## src/rtl/rpwb_pkg.sv

```systemverilog
// shared types, constants and helpers for the raw pixel white balance block
// no dependencies
package rpwb_pkg;

    localparam int unsigned SAMPLE_W  = 16;
    localparam int unsigned GAIN_W    = 16;
    localparam int unsigned FRAC_BITS = 12;
    localparam int unsigned CFG_IDX_W = 3;

    localparam logic [SAMPLE_W-1:0] CLAMP_MAX  = 16'hFFFE;
    localparam logic [GAIN_W-1:0]   GAIN_RESET = 16'h1000;

    typedef logic [SAMPLE_W-1:0] t_sample;
    typedef logic [GAIN_W-1:0]   t_gain;

    typedef enum logic [CFG_IDX_W-1:0] {
        CFG_MONO_MODE     = 3'd0,
        CFG_WIDE_SAMPLES  = 3'd1,
        CFG_MOSAIC_ENABLE = 3'd2,
        CFG_GAIN_0        = 3'd3,
        CFG_GAIN_1        = 3'd4,
        CFG_GAIN_2        = 3'd5,
        CFG_GAIN_3        = 3'd6
    } t_cfg_idx;

    // memory byte order to sample value: narrow samples sit in the upper byte
    function automatic t_sample unpack_sample(input logic [15:0] raw, input logic wide);
        t_sample res;
        if (wide) begin
            res = {raw[7:0], raw[15:8]};
        end else begin
            res = {raw[7:0], 8'h00};
        end
        return res;
    endfunction

endpackage

```

## src/rtl/rpwb_chan.sv

```systemverilog
// one color channel: q4.12 gain multiply, truncate and clamp, or bypass
// depends on rpwb_pkg
module rpwb_chan
    import rpwb_pkg::*;
(
    input  t_sample i_sample,
    input  t_gain   i_gain,
    input  logic    i_bypass,
    output t_sample o_value
);

    logic [SAMPLE_W+GAIN_W-1:0]           prod;
    logic [SAMPLE_W+GAIN_W-FRAC_BITS-1:0] scaled;

    assign prod   = {{GAIN_W{1'b0}}, i_sample} * {{SAMPLE_W{1'b0}}, i_gain};
    assign scaled = prod[SAMPLE_W+GAIN_W-1:FRAC_BITS];

    always_comb begin
        priority if (i_bypass) begin
            o_value = i_sample;
        end else if (scaled > {{(GAIN_W-FRAC_BITS){1'b0}}, CLAMP_MAX}) begin
            o_value = CLAMP_MAX;
        end else begin
            o_value = scaled[SAMPLE_W-1:0];
        end
    end

endmodule

```

## src/rtl/raw_pixel_white_balance_top.sv

```systemverilog
// raw pixel white balance: a pixel passes the stage 1 and stage 2 registers;
// one pixel per cycle unless stalled; stage 1 unpacks and selects gains, stage 2
// holds the three multiply-and-clamp results (one 16x16 multiplier per channel)
// synchronous active-low reset clears the valid bits, the column parity and
// the config registers (modes off, all gains 1.0)
module raw_pixel_white_balance_top
    import rpwb_pkg::*;
(
    input  logic                 i_clk,
    input  logic                 i_rst_n,
    input  logic                 i_cfg_wr_en,
    input  logic [CFG_IDX_W-1:0] i_cfg_index,
    input  logic [15:0]          i_cfg_wdata,
    input  logic                 i_valid,
    output logic                 o_stall,
    input  logic [15:0]          i_raw_first,
    input  logic [15:0]          i_raw_second,
    input  logic [15:0]          i_raw_third,
    input  logic                 i_row_odd,
    input  logic                 i_row_end,
    output logic                 o_valid,
    input  logic                 i_stall,
    output logic [15:0]          o_out_first,
    output logic [15:0]          o_out_second,
    output logic [15:0]          o_out_third,
    output logic                 o_out_row_end
);

    logic  r_mono_mode;
    logic  r_wide_samples;
    logic  r_mosaic_enable;
    t_gain r_gain [4];
    logic  r_column_odd;

    logic    r_s1_vld;
    t_sample r_s1_sample [3];
    t_gain   r_s1_gain   [3];
    logic    r_s1_bypass;
    logic    r_s1_row_end;

    logic    r_out_vld;
    t_sample r_out_value [3];
    logic    r_out_row_end;

    logic    out_adv;
    logic    s1_adv;
    logic    in_xfer;
    t_gain   n_gain [3];
    t_sample chan_value [3];

    assign out_adv = !r_out_vld || !i_stall;
    assign s1_adv  = !r_s1_vld || out_adv;
    assign o_stall = !s1_adv;
    assign in_xfer = i_valid && s1_adv;

    // config registers
    always_ff @(posedge i_clk) begin
        if (!i_rst_n) begin
            r_mono_mode     <= 1'b0;
            r_wide_samples  <= 1'b0;
            r_mosaic_enable <= 1'b0;
            for (int i = 0; i < 4; i++) begin
                r_gain[i] <= GAIN_RESET;
            end
        end else if (i_cfg_wr_en) begin
            unique case (i_cfg_index)
                CFG_MONO_MODE:     r_mono_mode     <= i_cfg_wdata[0];
                CFG_WIDE_SAMPLES:  r_wide_samples  <= i_cfg_wdata[0];
                CFG_MOSAIC_ENABLE: r_mosaic_enable <= i_cfg_wdata[0];
                CFG_GAIN_0:        r_gain[0]       <= i_cfg_wdata;
                CFG_GAIN_1:        r_gain[1]       <= i_cfg_wdata;
                CFG_GAIN_2:        r_gain[2]       <= i_cfg_wdata;
                CFG_GAIN_3:        r_gain[3]       <= i_cfg_wdata;
                default: ;
            endcase
        end
    end

    // gain per channel; mono zeroes the unused channels through a zero gain
    always_comb begin
        if (r_mono_mode) begin
            n_gain[0] = r_gain[{i_row_odd, r_column_odd}];
            n_gain[1] = '0;
            n_gain[2] = '0;
        end else begin
            n_gain[0] = r_gain[0];
            n_gain[1] = r_gain[1];
            n_gain[2] = r_gain[2];
        end
    end

    // column parity, advanced on every input transfer
    always_ff @(posedge i_clk) begin
        if (!i_rst_n) begin
            r_column_odd <= 1'b0;
        end else if (in_xfer) begin
            r_column_odd <= i_row_end ? 1'b0 : !r_column_odd;
        end
    end

    // stage 1: unpacked samples and selected gains
    always_ff @(posedge i_clk) begin
        if (!i_rst_n) begin
            r_s1_vld <= 1'b0;
        end else if (s1_adv) begin
            r_s1_vld <= i_valid;
        end
    end

    always_ff @(posedge i_clk) begin
        if (in_xfer) begin
            r_s1_sample[0] <= unpack_sample(i_raw_first, r_wide_samples);
            r_s1_sample[1] <= unpack_sample(i_raw_second, r_wide_samples);
            r_s1_sample[2] <= unpack_sample(i_raw_third, r_wide_samples);
            r_s1_gain[0]   <= n_gain[0];
            r_s1_gain[1]   <= n_gain[1];
            r_s1_gain[2]   <= n_gain[2];
            r_s1_bypass    <= r_mono_mode && !r_mosaic_enable;
            r_s1_row_end   <= i_row_end;
        end
    end

    for (genvar c = 0; c < 3; c++) begin : g_chan
        rpwb_chan u_chan (
            .i_sample (r_s1_sample[c]),
            .i_gain   (r_s1_gain[c]),
            .i_bypass ((c == 0) ? r_s1_bypass : 1'b0),
            .o_value  (chan_value[c])
        );
    end

    // stage 2: result register
    always_ff @(posedge i_clk) begin
        if (!i_rst_n) begin
            r_out_vld <= 1'b0;
        end else if (out_adv) begin
            r_out_vld <= r_s1_vld;
        end
    end

    always_ff @(posedge i_clk) begin
        if (r_s1_vld && out_adv) begin
            r_out_value[0] <= chan_value[0];
            r_out_value[1] <= chan_value[1];
            r_out_value[2] <= chan_value[2];
            r_out_row_end  <= r_s1_row_end;
        end
    end

    assign o_valid       = r_out_vld;
    assign o_out_first   = r_out_value[0];
    assign o_out_second  = r_out_value[1];
    assign o_out_third   = r_out_value[2];
    assign o_out_row_end = r_out_row_end;

endmodule

```

## config.mk

```make
export PLATFORM = sky130hd
export DESIGN_NAME = raw_pixel_white_balance_top
export DESIGN_NICKNAME = d
export VERILOG_FILES = /design/src/rtl/rpwb_pkg.sv /design/src/rtl/rpwb_chan.sv /design/src/rtl/raw_pixel_white_balance_top.sv
export SDC_FILE = /design/constraint.sdc
export NUM_CORES = 2
export LEC_CHECK = 0
export ABC_AREA = 1
export BUFFER_PORTS_ARGS = -buffer_cell sky130_fd_sc_hd__buf_2
export CAP_MARGIN = 5
export CORE_MARGIN = 10
export CORE_UTILIZATION = 45
export CTS_BUF_LIST = sky130_fd_sc_hd__clkbuf_4
export CTS_CLUSTER_SIZE = 24
export DETAILED_ROUTE_END_ITERATION = 6
export PLACE_DENSITY = 0.62
export SKIP_LAST_GASP = 1
export SYNTH_ARGS = -nofsm -noshare
export SYNTH_HDL_FRONTEND = slang
export SYNTH_SLANG_ARGS = --single-unit
```

## constraint.sdc

```tcl
create_clock -name i_clk -period 5.68 [get_ports i_clk]
set_input_delay 0.284 -clock i_clk [delete_from_list [all_inputs] [get_ports i_clk]]
set_output_delay 0.284 -clock i_clk [all_outputs]
set_load 0.1 [all_outputs]
```

Word-level counts from Yosys, hierarchy flattened --
Memories as Yosys holds them, arrays and structs flattened. Cells that the tools add are included.
Word-level totals: bits in registers 9, word-level logic and storage cells 81, memories 4, RAM bits 208, output and inout bits 51
Memories:
- r_gain | words 4, bits a word 16, rd ports 4, clocked after memory_dff 0, write ports 4, line raw_pixel_white_balance_top.sv:32 | t_gain r_gain [4];
- r_out_value | words 3, bits a word 16, rd ports 3, clocked after memory_dff 0, write ports 3, line raw_pixel_white_balance_top.sv:42 | t_sample r_out_value [3];
- r_s1_gain | words 3, bits a word 16, rd ports 3, clocked after memory_dff 0, write ports 3, line raw_pixel_white_balance_top.sv:37 | t_gain r_s1_gain [3];
- r_s1_sample | words 3, bits a word 16, rd ports 3, clocked after memory_dff 0, write ports 3, line raw_pixel_white_balance_top.sv:36 | t_sample r_s1_sample [3];
Operators by class: multiplexer cells 37, magnitude comparators 3, equality and inequality tests 6, multiply operators 3, reductions and logical operators 15, bitwise logic cells 4
Operator list (number):
- $mux W16 | 11
- $mul A16 B16 Y32 | 3
- $gt A20 B16 Y1 const B | 3
- $mux W48 | 1
- $mux W8 | 3
- $mux W1 | 22
- $eq A3 B3 Y1 const B | 3
- $eq A3 B2 Y1 const B | 2
- $logic_not A1 Y1 | 6
- $reduce_and A2 Y1 | 3
- $or A1 B1 Y1 | 4
- $eq A3 B1 Y1 const B | 1
- $logic_and A1 B1 Y1 | 3
- $logic_not A3 Y1 | 1
- $logic_or A1 B1 Y1 | 2

Longest topological paths before layout --
depth after elaboration 6, mapped depth 33, gate-level depth less buffers 31

Cells and area by module --
A second synthesis with hierarchy kept.
Unflattened totals: cells, all modules 4893, area, all modules 37190.7 µm²
By module, submodules not included:
- rpwb_chan (g_chan[0].u_chan) | area each 9805.7 µm², cells an instance 1442, sequential area each 0.0 µm², times used 1
- rpwb_chan (g_chan[2].u_chan) | area each 9676.8 µm², cells an instance 1414, sequential area each 0.0 µm², times used 1
- rpwb_chan (g_chan[1].u_chan) | area each 9580.4 µm², cells an instance 1408, sequential area each 0.0 µm², times used 1
- raw_pixel_white_balance_top | area each 8127.8 µm², cells an instance 629, sequential area each 6456.2 µm², times used 1

Worst setup path before layout --
No wires, ideal clock.
kind register to register, start memory r_s1_sample[0][7] (netlist bit), end memory r_out_value[0][12] (netlist bit), data pin, period minus slack after synthesis 6.009 ns, data required time 5.431 ns, path slack -0.329 ns, stages on the path, launching flop included 32, data arrival time 5.760 ns, library setup time 0.249 ns, cells stage by stage edfxtp_1 clkbuf_1 clkbuf_1 nand2_1 fa_1 inv_1 fa_1 inv_1 fa_1 inv_1 fa_1 fa_1 inv_1 fa_1 inv_1 ha_1 nand2_1 nor2_1 inv_1 nor3_1 nand3_1 nand3_1 nand2_1 nand2_1 nand2_1 nand2_1 nand2_1 nor2_4 buf_6 nand3_1 nand2_1 inv_1
RTL lines (line):
- from (decl) | raw_pixel_white_balance_top.sv:36
- to (decl) | raw_pixel_white_balance_top.sv:42

==> impl_metrics.ini <==
[yosys]
async_flop_share_pct = 0
ys_ff_latch = 217
synth.area.top_cells = fa_1, edfxtp_1, inv_1
syn_inst = 4587
synth.largest_area_cell = fa_1
syn-num-nets = 5543
synth_ff_type = edfxtp_1
synthDistinctLibCells = 42
synth-seq-area-share_pct = 17.9
netlist.area_leader.share_pct = 32.2
yosysWarningCount = 0
synth-edff-count = 211
synth_area_um2 = 36000
syn_avg_cell_area_um2 = 7.84

[setup_path]
cp.required_ps = 6340
crit_top_cell = fa_1
critPathSlowestCell = fa_1
arrival_ps = 6680
cp_slowest_stage_delay_ps = 540
end_kind = flop
r2r-start = r_s1_sample[0][34]
worst-setup-path-type = flop to flop
cp-start-kind = flop
cp_max_fo = 5
r2r-end = r_out_value[0][45]
r2r_cells = 28
r2r_setup_slack_ps = -350

[sta]
rsz0062_at_grt = yes
setup_viol_count_final = 48
layout_setup_ws_ps = -345
skew_ps = 80.1
tightest_slew_ps = 1130
maxSlewViolCount = 0
hold_viol = 0
fmax_mhz = 166
slew_headroom_pct = 25.0
period_share_pct = 106
layout_min_cycle_time_ps = 6030

[layout]
final_util_pct = 57.1
fill_cells = 7148
layout_common_cells = inv_1, nand2_1, fa_1
area_growth_pct = 25.5
drive_gt1_share_pct = 22.2
nNetsFinal = 6140
layout_commonest_cell = inv_1

[min_path]
hp-start = i_raw_first[4]
min_path_cells = 2
min_to = r_s1_sample[0][12]
hold_class = input pin to flop

[global_route]
grt_usage_pct = 21.9
gr-total-overflow = 0
grt_max_degree = 65
antenna_found_initial = 4
grt_pass1_vias = 31400
grt_first_pass_wirelength_um = 161000
grt-busiest-layer = met2
use_met1_pct = 29.9
grtUsageMet2_pct = 35.7
use_met3_pct = 3.96

[floorplanning]
start_util_pct = 45.5
dieArea_um2 = 91700
core.rowCount = 103
core_area_um2 = 79100
die_h_um = 303
ios = 125
fp.dieW_um = 303

[placement]
gp_congestion = 0.896
numPortBuffers = 124
hpwl_um = 79300
dp_slack_ps = -497

[routing]
num_vias = 30300
wl_per_cell_um = 15.7
drt_wl_total_um = 98800
viasPerCell = 4.82
first_pass_iters = 6
dr.first_iter.drc_count = 1900
drcViolationCount = 0
ant_nets = 0

[outcome]
status = finished, violations left
violations = setup timing

[clock_network]
cts-root-buf = clkbuf_4
cts_sinks = 217
ctsHtreeMaxLevel = 3
clkTransAtPathRegs_ps = 70
clk_latency_ps = 850
clk_path_buf_depth = 3
cts_buffers = 70
cts_tree = done

[job]
drv_cap = 0
[flip-flops by register name, indices dropped and copies added (netlist names)]
signal,cells
r_out_value,48
r_gain,64
r_s1_sample,48
r_s1_bypass,1
r_s1_vld,1
o_out_row_end,1
r_wide_samples,1
r_column_odd,1
r_mono_mode,1
o_valid,1
r_s1_gain,48
r_s1_row_end,1
r_mosaic_enable,1
[worst max-delay path, delay by kind of cell, from the launching register on]
kind / cells / cell delay, ps
buffers and inverters: 9 / 780
AND/OR/NAND/NOR: 12 / 1150
flip-flops: 1 / 460
adder cells (fa/ha/maj): 7 / 3470
[cells by family (layout without fill, tap and decap cells)]
group           after synthesis  after routing  share of synthesized area [%]
flops                       217            217                           17.9
xor+xnor                     26             26                          0.633
fa+ha+maj                   882            882                           42.8
simple gates               1658           1658                           18.6
buf+inv                    1549           2199                           16.3
other cells                   0              2                              0
compound gates              255            255                           3.76
[metrics by stage]
step                setup TNS [ps]  instance area (um2)  hold slack, ps  instances
floorplan                        0                36800             383       4587
global placement            -17690                41000             420       5981
detailed placement          -18210                41000             406       5981
CTS                         -11290                44000            58.5       6252
global route                -25000                45200             135       6289
finish                      -13920                45200             153       6289
[final cells by class]
| type | count | area, um2 | area share [%] |
|---|---|---|---|
| sequential | 217 | 6460 | 14.3 |
| clock inverter | 25 | 161 | 0.357 |
| clock buffer | 100 | 751 | 1.66 |
| antenna | 2 | 5.00 | 0.0111 |
| tap | 1050 | 1310 | 2.91 |
| multi-input combinational | 2821 | 25400 | 56.3 |
| inverter | 1338 | 5030 | 11.1 |
| timing repair buffer | 736 | 6020 | 13.3 |
[worst max-delay path by stage]
stage,from,endpoint,cells past startpoint
floorplan,r_s1_gain[0][23],r_out_value[0][29],26
global placement,r_s1_gain[0][34],r_out_value[0][38],26
detailed placement,r_s1_sample[0][44],r_out_value[0][32],28
CTS,r_s1_sample[0][13],r_out_value[0][4],23
global route,r_s1_gain[0][4],r_out_value[0][5],30
finish,r_s1_sample[0][34],r_out_value[0][45],28
[cell usage after synthesis (3+ instances only)]
library cell,count
nand3_2,9
a21oi_1,129
nand3b_1,30
or2_2,14
fa_1,579
nor2_4,3
o21bai_1,10
nor2_1,252
xor2_1,13
edfxtp_1,211
buf_6,5
o21ai_0,97
nor4_1,5
nand2_1,1197
buf_1,3
nor3_1,22
nand4_1,18
dfxtp_1,6
inv_1,1337
nand3_1,96
ha_1,303
o21a_1,6
clkbuf_1,199
xnor2_1,13
nand2_2,7
[timing repair]
action	4_1_cts	5_1_grt
hold endpoints to repair	137	0
gates resized for setup	191	260
endpoints found under the setup margin	48	48
pin swaps	68	123
hold buffers	82	0
gates cloned	3	2
setup buffers	61	40
[metal layers]
metal	vias to the layer above	wire length [um]
li1	14500	-
met5	-	27
met2	891	46200
met4	4	1770
met3	142	7130
met1	14800	43700
Power is not shown: default switching activity piles up to over one toggle a cycle in this logic, so the estimate is an artifact.
